===== src/sv/maps_pkg.sv =====
package maps_pkg;

	// Window length default and field widths
	localparam int WINDOW_LEN_DEF = 20;
	localparam int CODE_W         = 12;
	localparam int PSI_W          = 8;
	localparam int MBAR_W         = 14;

	// Stream data widths, padded to whole bytes
	localparam int IN_TDATA_W  = ((CODE_W + 7) / 8) * 8;
	localparam int OUT_W       = CODE_W + PSI_W + MBAR_W;
	localparam int OUT_TDATA_W = ((OUT_W + 7) / 8) * 8;
	localparam int OUT_PAD_W   = OUT_TDATA_W - OUT_W;

	// Pressure in MPa, 20 fraction bits, at most 1.2 MPa
	localparam int FX_W = 21;

	// Code to MPa slope: SLOPE_NUM / SLOPE_DEN, split into whole and remainder parts
	localparam int SLOPE_NUM   = 1572707;
	localparam int SLOPE_DEN   = (1 << CODE_W) - 1;
	localparam int SLOPE_INT   = SLOPE_NUM / SLOPE_DEN;
	localparam int SLOPE_REM   = SLOPE_NUM % SLOPE_DEN;
	localparam int SLOPE_INT_W = FX_W - CODE_W;
	localparam int SLOPE_REM_W = 8;
	localparam int REM_PROD_W  = CODE_W + SLOPE_REM_W;

	localparam int OFFSET_FX  = 157286;
	localparam int MPA_MAX_FX = 1258291;

	// Output conversions
	localparam int PSI_FX       = 152083366;
	localparam int PSI_K_W      = 28;
	localparam int PSI_SHIFT    = 40;
	localparam int MBAR_PER_MPA = 10000;
	localparam int MBAR_K_W     = 14;
	localparam int MBAR_SHIFT   = 20;

	// Upper bounds on the output fields
	localparam int PSI_MAX  = 174;
	localparam int MBAR_MAX = 12000;

	typedef enum logic [2:0] {
		ST_IDLE,
		ST_LOAD,
		ST_START,
		ST_DIV,
		ST_SCALE,
		ST_EMIT
	} maps_state_t;

	typedef struct packed {
		logic [MBAR_W-1:0] mbar;
		logic [PSI_W-1:0]  psi;
		logic [CODE_W-1:0] mean;
	} maps_result_t;

endpackage


===== src/sv/maps_window.sv =====
module maps_window #(
	parameter int WINDOW_LEN = maps_pkg::WINDOW_LEN_DEF,
	parameter int CNT_W      = $clog2(WINDOW_LEN + 1),
	parameter int SUM_W      = $clog2(WINDOW_LEN * ((1 << maps_pkg::CODE_W) - 1) + 1)
) (
	input  logic                        clk,
	input  logic                        arst_n,
	input  logic                        rd_en,
	input  logic [maps_pkg::CODE_W-1:0] code,
	input  logic                        upd,
	output logic [SUM_W-1:0]            sum,
	output logic [CNT_W-1:0]            count
);
	import maps_pkg::*;

	localparam int SLOT_W = (WINDOW_LEN > 1) ? $clog2(WINDOW_LEN) : 1;

	logic [CODE_W-1:0] mem [WINDOW_LEN];
	logic [CODE_W-1:0] old_q;
	logic [CODE_W-1:0] code_q;
	logic [SLOT_W-1:0] slot_q;
	logic [CNT_W-1:0]  count_q;
	logic [SUM_W-1:0]  sum_q;
	logic              full;

	assign full = (count_q == CNT_W'(WINDOW_LEN));

	// Read the leaving code on the transfer, write the new one in the following cycle
	always_ff @(posedge clk) begin
		if (rd_en) begin
			old_q  <= mem[slot_q];
			code_q <= code;
		end
		if (upd) begin
			mem[slot_q] <= code_q;
		end
	end

	always_ff @(posedge clk or negedge arst_n) begin
		if (!arst_n) begin
			slot_q  <= '0;
			count_q <= '0;
			sum_q   <= '0;
		end else if (upd) begin
			if (full) begin
				sum_q <= sum_q + SUM_W'(code_q) - SUM_W'(old_q);
			end else begin
				sum_q   <= sum_q + SUM_W'(code_q);
				count_q <= count_q + CNT_W'(1);
			end
			if (slot_q == SLOT_W'(WINDOW_LEN - 1)) begin
				slot_q <= '0;
			end else begin
				slot_q <= slot_q + SLOT_W'(1);
			end
		end
	end

	assign sum   = sum_q;
	assign count = count_q;

endmodule


===== src/sv/maps_div.sv =====
module maps_div #(
	parameter int NUM_W = 17,
	parameter int DEN_W = 5
) (
	input  logic             clk,
	input  logic             arst_n,
	input  logic             start,
	input  logic [NUM_W-1:0] num,
	input  logic [DEN_W-1:0] den,
	output logic             done,
	output logic [NUM_W-1:0] quot
);
	import maps_pkg::*;

	localparam int STEP_W = $clog2(NUM_W + 1);

	logic [NUM_W-1:0]  nq_q;
	logic [DEN_W-1:0]  rem_q;
	logic [DEN_W-1:0]  den_q;
	logic [STEP_W-1:0] step_q;
	logic              busy_q;
	logic              done_q;
	logic [DEN_W:0]    shifted;
	logic [DEN_W+1:0]  diff;
	logic              ge;

	// One quotient bit a cycle, restoring form
	assign shifted = {rem_q, nq_q[NUM_W-1]};
	assign diff    = {1'b0, shifted} - {2'b00, den_q};
	assign ge      = !diff[DEN_W+1];

	always_ff @(posedge clk) begin
		if (start) begin
			nq_q  <= num;
			rem_q <= '0;
			den_q <= den;
		end else if (busy_q) begin
			nq_q  <= {nq_q[NUM_W-2:0], ge};
			rem_q <= ge ? diff[DEN_W-1:0] : shifted[DEN_W-1:0];
		end
	end

	always_ff @(posedge clk or negedge arst_n) begin
		if (!arst_n) begin
			step_q <= '0;
			busy_q <= 1'b0;
			done_q <= 1'b0;
		end else begin
			done_q <= busy_q && (step_q == STEP_W'(1));
			if (start) begin
				step_q <= STEP_W'(NUM_W);
				busy_q <= 1'b1;
			end else if (busy_q) begin
				step_q <= step_q - STEP_W'(1);
				if (step_q == STEP_W'(1)) begin
					busy_q <= 1'b0;
				end
			end
		end
	end

	assign done = done_q;
	assign quot = nq_q;

endmodule


===== src/sv/maps_scale.sv =====
module maps_scale (
	input  logic                        clk,
	input  logic                        arst_n,
	input  logic                        in_vld,
	input  logic [maps_pkg::CODE_W-1:0] mean,
	output logic                        out_vld,
	output maps_pkg::maps_result_t      res
);
	import maps_pkg::*;

	localparam logic [SLOPE_INT_W-1:0] K_INT  = SLOPE_INT_W'(SLOPE_INT);
	localparam logic [SLOPE_REM_W-1:0] K_REM  = SLOPE_REM_W'(SLOPE_REM);
	localparam logic [PSI_K_W-1:0]     K_PSI  = PSI_K_W'(PSI_FX);
	localparam logic [MBAR_K_W-1:0]    K_MBAR = MBAR_K_W'(MBAR_PER_MPA);

	logic                              v_s1, v_s2, v_s3;
	logic [CODE_W-1:0]                 mean_s1, mean_s2, mean_s3;
	logic [FX_W-1:0]                   base_s1;
	logic [REM_PROD_W-1:0]             lo_s1;
	logic [FX_W-1:0]                   p_s2;
	logic [FX_W+PSI_K_W-1:0]           psi_s3;
	logic [FX_W+MBAR_K_W-1:0]          mbar_s3;

	logic [SLOPE_REM_W-1:0]            q0;
	logic [CODE_W:0]                   r;
	logic [SLOPE_REM_W-1:0]            q;
	logic [FX_W-1:0]                   scaled;
	logic [FX_W-1:0]                   p_next;

	// Divide by 2^12-1: y = q0*4096 + lo = q0*4095 + (lo + q0), one correction
	assign q0     = lo_s1[REM_PROD_W-1:CODE_W];
	assign r      = {1'b0, lo_s1[CODE_W-1:0]} + (CODE_W + 1)'(q0);
	assign q      = q0 + SLOPE_REM_W'(r >= (CODE_W + 1)'(SLOPE_DEN));
	assign scaled = base_s1 + FX_W'(q);

	always_comb begin
		if (scaled <= FX_W'(OFFSET_FX)) begin
			p_next = '0;
		end else if (scaled - FX_W'(OFFSET_FX) > FX_W'(MPA_MAX_FX)) begin
			p_next = FX_W'(MPA_MAX_FX);
		end else begin
			p_next = scaled - FX_W'(OFFSET_FX);
		end
	end

	always_ff @(posedge clk) begin
		mean_s1 <= mean;
		base_s1 <= FX_W'(mean) * FX_W'(K_INT);
		lo_s1   <= REM_PROD_W'(mean) * REM_PROD_W'(K_REM);
		mean_s2 <= mean_s1;
		p_s2    <= p_next;
		if (v_s2) begin
			mean_s3 <= mean_s2;
			psi_s3  <= (FX_W + PSI_K_W)'(p_s2) * (FX_W + PSI_K_W)'(K_PSI);
			mbar_s3 <= (FX_W + MBAR_K_W)'(p_s2) * (FX_W + MBAR_K_W)'(K_MBAR);
		end
	end

	always_ff @(posedge clk or negedge arst_n) begin
		if (!arst_n) begin
			v_s1 <= 1'b0;
			v_s2 <= 1'b0;
			v_s3 <= 1'b0;
		end else begin
			v_s1 <= in_vld;
			v_s2 <= v_s1;
			v_s3 <= v_s2;
		end
	end

	assign out_vld  = v_s3;
	assign res.mean = mean_s3;
	assign res.psi  = psi_s3[PSI_SHIFT+PSI_W-1:PSI_SHIFT];
	assign res.mbar = mbar_s3[MBAR_SHIFT+MBAR_W-1:MBAR_SHIFT];

endmodule


===== src/sv/moving_average_pressure_scaler.sv =====
// Per item: take input (ST_IDLE), update window (ST_LOAD), start divide (ST_START),
// divide (ST_DIV), scale (ST_SCALE), load output register (ST_EMIT, waiting while a full
// output register is stalled). One item at a time; the bit-serial divide by the fill
// count (NUM_W steps, NUM_W = bits of window sum plus half count) is the longest step.
// A finished result waits in the output register while the next item is taken.
// Reset (arst_n low, asynchronous): window empty, sum and fill count zero, no output valid.
// The sample memory itself is not cleared; an entry's old value is only used once written.
module moving_average_pressure_scaler #(
	parameter int WINDOW_LEN = maps_pkg::WINDOW_LEN_DEF
) (
	input  logic                             clk,
	input  logic                             arst_n,
	input  logic                             s_axis_tvalid,
	output logic                             s_axis_tready,
	input  logic [maps_pkg::IN_TDATA_W-1:0]  s_axis_tdata,  // [11:0] sample, rest ignored
	output logic                             m_axis_tvalid,
	input  logic                             m_axis_tready,
	output logic [maps_pkg::OUT_TDATA_W-1:0] m_axis_tdata   // [11:0] mean_code,
	                                                         // [19:12] pressure_psi,
	                                                         // [33:20] pressure_millibar,
	                                                         // [39:34] zero
);
	import maps_pkg::*;

	localparam int CNT_W = $clog2(WINDOW_LEN + 1);
	localparam int SUM_W = $clog2(WINDOW_LEN * ((1 << CODE_W) - 1) + 1);
	// Numerator of the rounded mean: sum plus half the count
	localparam int NUM_W = $clog2(WINDOW_LEN * ((1 << CODE_W) - 1) + WINDOW_LEN / 2 + 1);

	maps_state_t       state_q, state_d;

	logic              in_xfer;
	logic              upd;
	logic              div_start;
	logic              sc_in_vld;
	logic              out_load;

	logic [SUM_W-1:0]  sum;
	logic [CNT_W-1:0]  count;
	logic              div_done;
	logic [NUM_W-1:0]  quot;
	logic [NUM_W-1:0]  num;
	logic              sc_vld;
	maps_result_t      sc_res;

	logic              m_valid_q;
	maps_result_t      m_res_q;

	// Window memory with running sum and fill count
	maps_window #(
		.WINDOW_LEN (WINDOW_LEN),
		.CNT_W      (CNT_W),
		.SUM_W      (SUM_W)
	) u_window (
		.clk    (clk),
		.arst_n (arst_n),
		.rd_en  (in_xfer),
		.code   (s_axis_tdata[CODE_W-1:0]),
		.upd    (upd),
		.sum    (sum),
		.count  (count)
	);

	// Rounded mean: (sum + count/2) / count, count is at least one here
	assign num = NUM_W'(sum) + NUM_W'(count >> 1);

	maps_div #(
		.NUM_W (NUM_W),
		.DEN_W (CNT_W)
	) u_div (
		.clk    (clk),
		.arst_n (arst_n),
		.start  (div_start),
		.num    (num),
		.den    (count),
		.done   (div_done),
		.quot   (quot)
	);

	// Linear map to pressure, clamp, then psi and millibar
	maps_scale u_scale (
		.clk     (clk),
		.arst_n  (arst_n),
		.in_vld  (sc_in_vld),
		.mean    (quot[CODE_W-1:0]),
		.out_vld (sc_vld),
		.res     (sc_res)
	);

	// Sequencer: next state
	always_comb begin
		state_d = state_q;
		unique case (state_q)
			ST_IDLE: begin
				if (s_axis_tvalid) begin
					state_d = ST_LOAD;
				end
			end
			ST_LOAD: begin
				state_d = ST_START;
			end
			ST_START: begin
				state_d = ST_DIV;
			end
			ST_DIV: begin
				if (div_done) begin
					state_d = ST_SCALE;
				end
			end
			ST_SCALE: begin
				if (sc_vld) begin
					state_d = ST_EMIT;
				end
			end
			ST_EMIT: begin
				// Hold until the output register is free or being drained
				if (!m_valid_q || m_axis_tready) begin
					state_d = ST_IDLE;
				end
			end
			default: begin
				state_d = ST_IDLE;
			end
		endcase
	end

	// Sequencer: outputs
	always_comb begin
		s_axis_tready = 1'b0;
		upd           = 1'b0;
		div_start     = 1'b0;
		sc_in_vld     = 1'b0;
		out_load      = 1'b0;
		unique case (state_q)
			ST_IDLE:  s_axis_tready = 1'b1;
			ST_LOAD:  upd           = 1'b1;
			ST_START: div_start     = 1'b1;
			ST_DIV:   sc_in_vld     = div_done;
			ST_SCALE: ;
			ST_EMIT:  out_load      = !m_valid_q || m_axis_tready;
			default:  ;
		endcase
	end

	assign in_xfer = s_axis_tvalid && s_axis_tready;

	always_ff @(posedge clk or negedge arst_n) begin
		if (!arst_n) begin
			state_q <= ST_IDLE;
		end else begin
			state_q <= state_d;
		end
	end

	// Output register: refill on load, drop valid once the transfer completes
	always_ff @(posedge clk or negedge arst_n) begin
		if (!arst_n) begin
			m_valid_q <= 1'b0;
		end else if (out_load) begin
			m_valid_q <= 1'b1;
		end else if (m_axis_tready) begin
			m_valid_q <= 1'b0;
		end
	end

	always_ff @(posedge clk) begin
		if (out_load) begin
			m_res_q <= sc_res;
		end
	end

	assign m_axis_tvalid = m_valid_q;
	assign m_axis_tdata  = {{OUT_PAD_W{1'b0}}, m_res_q};

endmodule


===== config.mk =====
export PLATFORM = sky130hd
export DESIGN_NAME = moving_average_pressure_scaler
export DESIGN_NICKNAME = d
export VERILOG_FILES = /design/src/sv/maps_pkg.sv /design/src/sv/maps_window.sv /design/src/sv/maps_div.sv /design/src/sv/maps_scale.sv /design/src/sv/moving_average_pressure_scaler.sv
export SDC_FILE = /design/constraint.sdc
export NUM_CORES = 1
export LEC_CHECK = 0
export ABC_CLOCK_PERIOD_IN_PS = 7100
export BUFFER_PORTS_ARGS = -buffer_cell sky130_fd_sc_hd__buf_4
export CORE_AREA = 2 2 312 314
export DETAILED_ROUTE_END_ITERATION = 16
export DIE_AREA = 0 0 314 316
export SLEW_MARGIN = 10
export SYNTH_ARGS = -nofsm -noshare
export SYNTH_HDL_FRONTEND = slang
export SYNTH_HIERARCHICAL = 1
export SYNTH_SLANG_ARGS = --single-unit

===== constraint.sdc =====
create_clock -name clk -period 7.1 [get_ports clk]
set_input_delay 0.355 -clock clk [delete_from_list [all_inputs] [get_ports clk]]
set_output_delay 0.355 -clock clk [all_outputs]
set_load 0.05 [all_outputs]

# Word-level counts from Yosys, hierarchy flattened
# Memories as Yosys holds them, arrays and structs flattened. A register that Yosys moved wholly into a read port is not among the register bits.
# Index checks and enable logic that the tools add are counted.
[totals]
register_bits = 282
ramBits = 240
input_bits = 20
word_cells = 95
memories = 1
[mem_list]
columns = ["name", "depth", "width", "read_ports", "rd_ports_with_merged_regs", "write_ports", "line_no", "text"]
rows = [
  ["u_window.mem", 20, 12, 1, 1, 1, "maps_window.sv:18", "logic [CODE_W-1:0] mem [WINDOW_LEN];"],
]
[classes]
n_addsub = 11
mul = 4
n_lt_le_gt_ge = 3
n_eq_ne = 12
muxes = 25
n_bitwise = 1
n_reduce_logical = 11
[op_table]
columns = ["operator", "n"]
rows = [
  ["$mux W17", 3],
  ["$mul A21 B27 Y47 const B", 1],
  ["$mul A21 B10 Y30 const B", 1],
  ["$add A21 B8 Y21", 1],
  ["$gt A21 B21 Y1 const B", 1],
  ["$le A21 B18 Y1 const B", 1],
  ["$mux W21", 1],
  ["$sub A21 B18 Y21 const B", 1],
  ["$mul A12 B8 Y20 const B", 1],
  ["$mux W5", 4],
  ["$pmux W3 S6", 1],
  ["$add A17 B12 Y17", 1],
  ["$add A17 B4 Y17", 1],
  ["$sub A17 B12 Y17", 1],
  ["$mul A12 B2 Y14 const B", 1],
  ["$add A12 B8 Y13", 1],
  ["$ge A13 B12 Y1 const B", 1],
  ["$mux W1", 12],
  ["$mux W3", 4],
  ["$add A5 B1 Y5 const B", 2],
  ["$eq A5 B5 Y1 const B", 2],
  ["$add A8 B1 Y8", 1],
  ["$sub A6 B5 Y7", 1],
  ["$eq A3 B2 Y1 const B", 2],
  ["other kinds (15)", 21],
]

# Longest topological paths before layout
# Gate-level depths: netlist (run 1).
[logic_depth]
depth_word = 7
ltp_mapped = 31

# Modules after synthesis
# Netlist (run 1), hierarchy kept.
[by_module_without_submodules]
columns = ["mod", "instances", "cells_each", "area_each_um2", "seq_area_each_um2"]
rows = [
  ["maps_scale", 1, 1724, 17401.7, 2597.5],
  ["maps_window", 1, 742, 12542.0, 8603.3],
  ["moving_average_pressure_scaler", 1, 117, 1710.4, 1121.1],
  ["maps_div", 1, 121, 1606.5, 935.9],
]

# Worst setup path before layout (run 1)
# Ideal clock, no wire load.
[synth_timing]
path_type = "register -> register"
startpoint = "reg u_scale.p_s2[5]"
endpoint = "reg u_scale.psi_s3[47], data pin"
arrival_ns = 5.794
path_slack_ns = 1.046
stages_incl_launch_ff = 22
n_path_buf = 0
path_cell_list = "dfxtp_1 > ha_1 > inv_1 > fa_1 > fa_1 > inv_1 > fa_1 > inv_1 > fa_1 > fa_1 > inv_1 > fa_1 > ha_1 > and3_1 > nand3_1 > a2111oi_0 > a211oi_1 > nand3_1 > a211oi_1 > o31ai_1 > a21oi_1 > xnor2_1"
[synth_between]
elab_chain_len = 1
[synth_rtl]
columns = ["item", "line_no", "text"]
rows = [
  ["start: declaration", "maps_scale.sv:20", "logic [FX_W-1:0] p_s2;"],
  ["start signal: assignment", "maps_scale.sv:51", "p_s2 <= p_next;"],
  ["$mul A21 B27 Y47", "maps_scale.sv:54", "psi_s3 <= (FX_W + PSI_K_W)'(p_s2) * (FX_W + PSI_K_W)'(K_PSI);"],
  ["end signal: assignment", "maps_scale.sv:54", ""],
  ["end: declaration", "maps_scale.sv:21", "logic [FX_W+PSI_K_W-1:0] psi_s3;"],
]
# Every way passes these cells.
# A chain may end at the register's enable or synchronous reset.

# Final worst setup path (run 1)
[layout_timing]
startpoint = "reg u_scale.p_s2[19]"
endpoint = "reg u_scale.psi_s3[41], data pin"
# The elaborated chain is that of the path after synthesis.

==> summary.md, run 1 <==
| Metric | Value |
|---|---|
| Fillers | `around 9000` |
| Initial core utilization | `0.346` |
| CTS tree | `done` |
| Share of the synthesized area in the top cell type | `0.320` |
| Critical Path Source Type | `flop` |
| Horiz. Die Dim | `314 um` |
| Worst-path clk slew | `approximately 0.060 ns` |
| Yosys reg bits | `475` |
| Synth area leaders | `edfxtp_1, ha_1, fa_1` |
| Setup TNS | `0 ns` |
| Hpwl dp | `54100 um` |
| Root Driver | `clkbuf_16` |
| Syn_area_per_cell | `approximately 12 um2` |
| Synth warnings | `6` |
| Initial antenna violation count | `5` |
| Register area share after synthesis | `0.399` |
| Tightest Pin Transition | `between 1 and 1.5 ns` |
| Top Metal Used | `met5` |
| WL final | `71900 um` |
| WL met1 | `between 30000 and 40000 um` |
| WP buf/inv | `4` |
| Min-Delay Path Class | `in -> reg` |
| Max Fclk | `0.151 GHz` |
| Site Rows | `114` |
| Die Ht | `around 320 um` |
| Setup Buffers After CTS | `0` |
| Max_cap viols | `0` |
| Unrepaired setup endpoints after global routing | `false` |
| Slew headroom | `0.289` |
| Distinct cell type count after synthesis | `between 90 and 100` |
| WS Path Type | `reg -> reg` |
| Worst path top cell family by delay | `adder cells` |
| Clock sink count | `~480` |
| Worst Path Required | `approximately 7.5 ns` |
| Cell taking the most area after synthesis | `edfxtp_1` |
| Worst-path fanout max | `9` |
| Final-report hold violation count | `0` |
| Die footprint | `slightly below 100000 um2` |
| Final ANT Viol Nets | `0` |
| Routed len/inst | `17.4 um` |
| H-tree depth | `2` |
| N_diodes | `0` |
| Primary FF master, synth | `edfxtp_1` |
| CTS buffer count | `between 50 and 60` |
| Post-synthesis cell area | `between 30000 and 40000 um2` |
| Crit end category | `flop` |
| Outcome | `complete, no violations` |
| Slowest CP cell | `fa_1` |
| WL met3 | `3020 um` |
| Final Max Tran Viols | `0` |
| First-pass GRT wire length | `about 120000 um` |
| 1st-pass router iterations | `5` |
| CP dominant cell by count | `fa_1` |
| DRC | `0` |
| Core area | `around 96000 um2` |
| Ratio of final minimum period to clock period | `0.933` |
| GPL Wtd Cong | `0.857` |
| Share of cells above drive strength 1 | `0.116` |
| Syn-to-layout area delta | `12.2%` |
| Initial drt markers | `around 1100` |
| # setup viols final | `0` |
| Port bufs | `a little over 50` |
| Max incr delay on CP | `approximately 0.54 ns` |
| Routed vias | `20187` |
| Total grt overflow | `0` |
| Post-placement cell area | `35400 um2` |
| Via/cell ratio | `around 5` |
| Crit-path cells | `buf_4 -> fa_1 -> inv_1 -> fa_1 -> inv_1 -> fa_1 -> fa_1 -> fa_1 -> fa_1 -> ha_1 -> ha_1 -> and3_1 -> nand3_1 -> a2111oi_1 -> buf_4 -> a211oi_1 -> a31oi_1 -> o221ai_1 -> a21oi_1 -> a21o_1 -> xor2_1` |
| Fin Clk Skew | `0.0940 ns` |
| Met2 routed WL | `34400 um` |
| Min Tclk post-route | `~6.6 ns` |
| Worst Path Arrival | `around 7.1 ns` |
| I/O pin total | `between 60 and 70` |
| GRT Total Usage | `0.149` |
| Vias in the first global route | `between 20000 and 25000` |
| Gate Count Post-Synth | `2704` |
| Final net count | `approximately 3500` |
| CTS max path bufs | `3` |
| Async set-reset flop share out of synthesis | `0.0863` |
| EDFF count, synth | `354` |
| Design area | `37300 um2` |
| Largest net degree at the start of global routing | `46` |
| Clk_lat worst skew | `between 0.6 and 0.7 ns` |
-- logic make-up (layout without fill, tap and decap cells) --
| group | count (synthesis) | in the layout | share of synthesized area |
|---|---|---|---|
| compound gates | 373 | 373 | 0.0799 |
| simple gates | 421 | 421 | 0.0659 |
| fa+ha+maj | 659 | 659 | 0.300 |
| xor+xnor | 131 | 131 | 0.0349 |
| mux | 110 | 110 | 0.0569 |
| buf+inv | 534 | 690 | 0.0636 |
| flops | 475 | 475 | 0.399 |
| other cells | 1 | 6 | 0.000113 |
-- sequential cells by signal, summed over array words and instances (netlist names), 3 cells and up --
signal,count
u_window/old_q,12
u_scale/mean_s3,12
u_scale/base_s1,11
u_div/quot,17
u_window/mem,240
m_axis_tdata,34
u_div/step_q,5
u_scale/mean_s2,12
u_window/sum,17
u_div/den_q,5
u_scale/mean_s1,11
u_scale/psi_s3,8
u_scale/p_s2,21
u_scale/mbar_s3,14
u_window/count,5
u_scale/lo_s1,20
state_q,3
u_window/code_q,12
u_div/rem_q,5
u_window/slot_q,5
-- cell type report --
| type | instances | area, um2 | area share |
|---|---|---|---|
| Clock inverter | 30 | 313 | 0.00838 |
| Multi-Input combinational cell | 1700 | 17900 | 0.480 |
| Timing Repair Buffer | 122 | 963 | 0.0258 |
| Sequential cell | 475 | 13300 | 0.355 |
| Clock buffer | 74 | 1520 | 0.0407 |
| Tap cell | 1276 | 1600 | 0.0428 |
| Inverter | 464 | 1740 | 0.0467 |
-- cells in the mapped netlist, types with 53 or more instances --
master	count
o21ai_0	69
nand2_1	83
inv_1	464
ha_1	428
edfxtp_1	354
a21oi_1	88
xor2_1	53
nand3_1	57
nor2_1	92
xnor2_1	77
mux4_2	60
dfxtp_1	80
fa_1	231
-- final timing paths --
path                                        startpoint                           end  slack (ns)  depth (start not counted)
setup / recovery           u_scale/p_s2[19]$_SDFF_PP0_  u_scale/psi_s3[41]$_DFFE_PP_        0.47                         21
hold / removal                           s_axis_tvalid        state_q[0]$_DFFE_PN0P_        0.11                          4
setup reg to reg           u_scale/p_s2[19]$_SDFF_PP0_  u_scale/psi_s3[41]$_DFFE_PP_        0.47                         21
hold reg to reg            u_scale/mean_s1[10]$_DFF_P_   u_scale/mean_s2[10]$_DFF_P_        0.33                          0
max in group asynchronous                       arst_n        u_scale/v_s2$_DFF_PN0_        6.37                          2
min in group asynchronous                       arst_n  u_window/sum[15]$_DFFE_PN0P_        0.26                          2
-- worst register-to-register path, delay by kind of cell (launching register included) --
family | cells | cell delay [ns]
AO/OA/AOI/OAI | 6 | 1.46
adder cells (fa/ha/maj) | 8 | 3.72
XOR/XNOR | 1 | 0.06
buffers and inverters | 4 | 0.51
flip-flops | 1 | 0.31
AND/OR/NAND/NOR | 2 | 0.33
-- timing repair --
| action | 4_1_cts | 5_1_grt |
|---|---|---|
| resized for setup | 0 | 2 |
| hold buffers | 14 | 0 |
| endpoints found under the hold margin | 54 | 0 |
| setup endpoints to repair | 0 | 4 |
-- per-layer routing --
metal  track usage  vias up
met4        0.0403        2
met5             0        -
li1              -     9705
met3        0.0228       95
met2         0.249      348
met1         0.202    10037
-- stage by stage --
step / util / hold WS, ns / std cells / setup WS, ns
5_1_grt: 0.389 / 0.115 / 4141 / 0.0598
6_report: 0.389 / 0.110 / 4141 / 0.472
3_5_place_dp: 0.368 / 0.315 / 4023 / 0.124
4_1_cts: 0.389 / 0.0670 / 4141 / 0.118
2_1_floorplan: - / 0.0594 / 2709 / 1.05
3_3_place_gp: 0.368 / 0.311 / 4023 / 0.162
-- cell usage in the layout, fill, tap and decap left out, drive strengths merged, types with 7 or more instances in the layout --
master       instances
inv                467
ha                 428
edfxtp             354
fa                 231
buf                108
nor2                92
a21oi               89
nand2               83
dfxtp               80
xnor2               77
o21ai               76
clkbuf              74
mux4                60
nand3               57
xor2                53
dfrtp               41
a21o                38
nor3                35
a211oi              34
mux2                32
and3                30
nor2b               23
clkinv              21
mux2i               18
and2                17
nand4               16
nand2b              15
dlygate4sd3         14
a22oi               14
o21a                13
a31oi               13
or3                 12
o211ai              12
o21bai               9
a2111oi              9
or2                  7
nor3b                7
Power of run 1 is left out: the tool's default activity adds up to more than one toggle a clock period on the data nets, which glitch-free logic cannot reach.
==> run 2, diff against run 1 <==
--- a/config.mk
+++ b/config.mk
@@ -5,7 +5,7 @@
 export SDC_FILE = /design/constraint.sdc
 export NUM_CORES = 1
 export LEC_CHECK = 0
-export ABC_CLOCK_PERIOD_IN_PS = 7100
+export ABC_CLOCK_PERIOD_IN_PS = 5590
 export BUFFER_PORTS_ARGS = -buffer_cell sky130_fd_sc_hd__buf_4
 export CORE_AREA = 2 2 312 314
 export DETAILED_ROUTE_END_ITERATION = 16
==> constraint.sdc (replaced) <==
create_clock -name clk -period 5.59 [get_ports clk]
set_input_delay 0.559 -clock clk [delete_from_list [all_inputs] [get_ports clk]]
set_output_delay 0.559 -clock clk [all_outputs]
set_load 0.05 [all_outputs]
==> summary.md, run 2 (synthesized netlist as in run 1, its figures left out) <==
| Metric | Value |
|---|---|
| Site Rows | `114 (unchanged)` |
| DRC | `0 (unchanged)` |
| Worst Path Required | `5.97 ns (-1.55 ns)` |
| Crit end category | `flop` |
| Root Driver | `clkbuf_16` |
| Clk_lat worst skew | `0.64 ns (-0.03 ns)` |
| Core area | `96000 um2 (unchanged)` |
| Tightest Pin Transition | `1.10 ns (+0.0332 ns)` |
| Multi-input logic area | `18700 um2 (+4.1%)` |
| Syn-to-layout area delta | `18.9%` |
| Largest net degree at the start of global routing | `43 (-6.5%)` |
| Initial core utilization | `0.346 (unchanged)` |
| Horiz. Die Dim | `314 um (unchanged)` |
| Max FFs per register | `240 (unchanged)` |
| Ratio of final minimum period to clock period | `1.04 (+0.111)` |
| I/O pin total | `62 (unchanged)` |
| Hpwl dp | `56600 um (+4.7%)` |
| Unrepaired setup endpoints after global routing | `true` |
| Final Max Tran Viols | `0 (unchanged)` |
| Max incr delay on CP | `0.58 ns (+0.04 ns)` |
| PnR worst setup slack | `-0.250 ns (-0.723 ns)` |
| Clock sink count | `475 (unchanged)` |
| GPL Wtd Cong | `0.862 (+0.60%)` |
| Slowest CP cell | `fa_1` |
| Vias in the first global route | `21231 (+3.4%)` |
| Initial antenna violation count | `3 (-2)` |
| 1st-pass router iterations | `7 (+2)` |
| Worst-path clk slew | `0.06 ns (about the same)` |
| WS Path Type | `reg -> reg` |
| # setup viols final | `8 (+8)` |
| Worst Path Arrival | `6.22 ns (-0.83 ns)` |
| Outcome | `finished, violations left` |
| Die Ht | `316 um (unchanged)` |
| Fin Clk Skew | `0.0485 ns (-0.0455 ns)` |
| Register area | `13300 um2 (+0.35%)` |
| Top reg by flops | `u_window/mem` |
| Min-Delay Path Class | `in -> reg` |
| Routed vias | `20685 (+2.5%)` |
| Most frequent cells in the layout | `inv_1, ha_1, edfxtp_1, buf_4, fa_1` |
| Critical Path Source Type | `flop` |
| WL final | `74600 um (+3.9%)` |
| CTS max path bufs | `3 (unchanged)` |
| Worst-path fanout max | `3 (-6)` |
| Total grt overflow | `0 (unchanged)` |
| Crit-path cells | `fa_1 -> inv_2 -> fa_1 -> inv_2 -> fa_2 -> fa_2 -> fa_2 -> fa_2 -> ha_4 -> ha_4 -> and3_4 -> nand3_4 -> a2111oi_4 -> a211oi_2 -> nand3_2 -> a211oi_4 -> o31ai_2 -> a21oi_1 -> xnor2_1` |
| Min Tclk post-route | `5.84 ns (-0.787 ns)` |
| Die footprint | `99200 um2 (unchanged)` |
| Initial drt markers | `956 (-14%)` |
| Share of cells above drive strength 1 | `0.214 (+0.0987)` |
| WP buf/inv | `2 (-2)` |
| Max Fclk | `0.171 GHz (+13%)` |
| Port bufs | `51 (unchanged)` |
| N_diodes | `0 (unchanged)` |
| Final cell utilization of the core | `0.412 (+0.0232)` |
| Final ANT Viol Nets | `0 (unchanged)` |
| Max_cap viols | `0 (unchanged)` |
| Routed len/inst | `17.3 um (-0.11%)` |
| H-tree depth | `2 (unchanged)` |
| Most common cell after layout, fill and taps aside | `inv_1` |
| CTS buffer count | `53 (-5.4%)` |
| First-pass GRT wire length | `118000 um (+2.6%)` |
| Fillers | `9016 (-2.2%)` |
| GRT Total Usage | `0.153 (+0.00453)` |
| Worst path top cell family by delay | `adder cells` |
| Via/cell ratio | `4.80 (-1.5%)` |
| Violated checks | `negative setup slack` |
| CP dominant cell by count | `fa_2` |
| CTS tree | `done` |
| Final net count | `3665 (+4.8%)` |
| Final-report hold violation count | `0 (unchanged)` |
| DP Worst Slack | `-0.416 ns (-0.540 ns)` |
| Slew headroom | `0.267 (-0.0222)` |
-- run 2: cell types whose count changed in the layout (fill, tap and decap cells not counted), moves of 10 or more --
cell and delta:
inv_2 +10, ha_4 +19, ha_1 -21, a211oi_1 -11
inv_1 -10, dfxtp_1 -19, fa_2 +13, buf_4 +169
dlygate4sd3_1 -13, fa_1 -13, dfxtp_2 +10, buf_6 +12
-- run 2: final cells by class --
cell class                 instances  area share
sequential                       475       0.337
clock inverter                    37      0.0137
clock buffer                      62      0.0357
timing repair buffer             292      0.0579
multi-input combinational       1700       0.472
tap                             1276      0.0404
inverter                         464      0.0440
-- run 2: worst paths after layout --
check,startpoint,to,slack (ns),cells past startpoint
min in group asynchronous,arst_n,u_window/slot_q[2]$_DFFE_PN0P_,0.48,2
hold reg to reg,u_scale/mean_s1[5]$_DFF_P_,u_scale/mean_s2[5]$_DFF_P_,0.33,0
setup reg to reg,u_scale/p_s2[18]$_SDFF_PP0_,u_scale/psi_s3[47]$_DFFE_PP_,-0.25,19
setup / recovery,u_scale/p_s2[18]$_SDFF_PP0_,u_scale/psi_s3[47]$_DFFE_PP_,-0.25,19
max in group asynchronous,arst_n,u_scale/v_s2$_DFF_PN0_,4.64,2
hold / removal,s_axis_tdata[8],u_window/code_q[8]$_DFFE_PP_,0.1,1
-- run 2: worst register-to-register path: stages (launching register included) --
cell and delay (ns):
dfxtp_4 0.35, fa_1 0.58, inv_2 0.05, fa_1 0.56
inv_2 0.04, fa_2 0.54, fa_2 0.45, fa_2 0.55
fa_2 0.46, ha_4 0.24, ha_4 0.26, and3_4 0.19
nand3_4 0.10, a2111oi_4 0.36, a211oi_2 0.09, nand3_2 0.12
a211oi_4 0.08, o31ai_2 0.32, a21oi_1 0.12, xnor2_1 0.13
-- run 2: per-layer routing --
metal  share of wire  GRT usage  routed length [um]  vias to the layer above
met1            0.44      0.203               33200                    10273
li1                -          -                   -                    10027
met3           0.035     0.0213                2630                       98
met5               0          0                   0                        -
met2            0.49      0.262               36800                      287
met4           0.028     0.0467                2100                        0
-- run 2: timing repair --
action / CTS / global route
pin swaps: 54 / 72
setup buffers: 7 / 14
resized for setup: 63 / 72
gates cloned: 1 / 0
hold buffers: 1 / 0
endpoints found under the hold margin: 41 / 0
endpoints found under the setup margin: 30 / 32
-- run 2: through the flow --
stage | hold slack, ns | instances | TNS (ns) | area (um2)
2_1_floorplan | 0.263 | 2709 | -0.0528 | 33400
3_3_place_gp | 0.312 | 4185 | -5.42 | 36700
3_5_place_dp | 0.312 | 4185 | -6.04 | 36700
4_1_cts | 0.0452 | 4292 | -1.34 | 39100
5_1_grt | 0.0513 | 4306 | -3.23 | 39600
6_report | 0.0975 | 4306 | -1.13 | 39600
Power of run 2 is left out for the same reason.
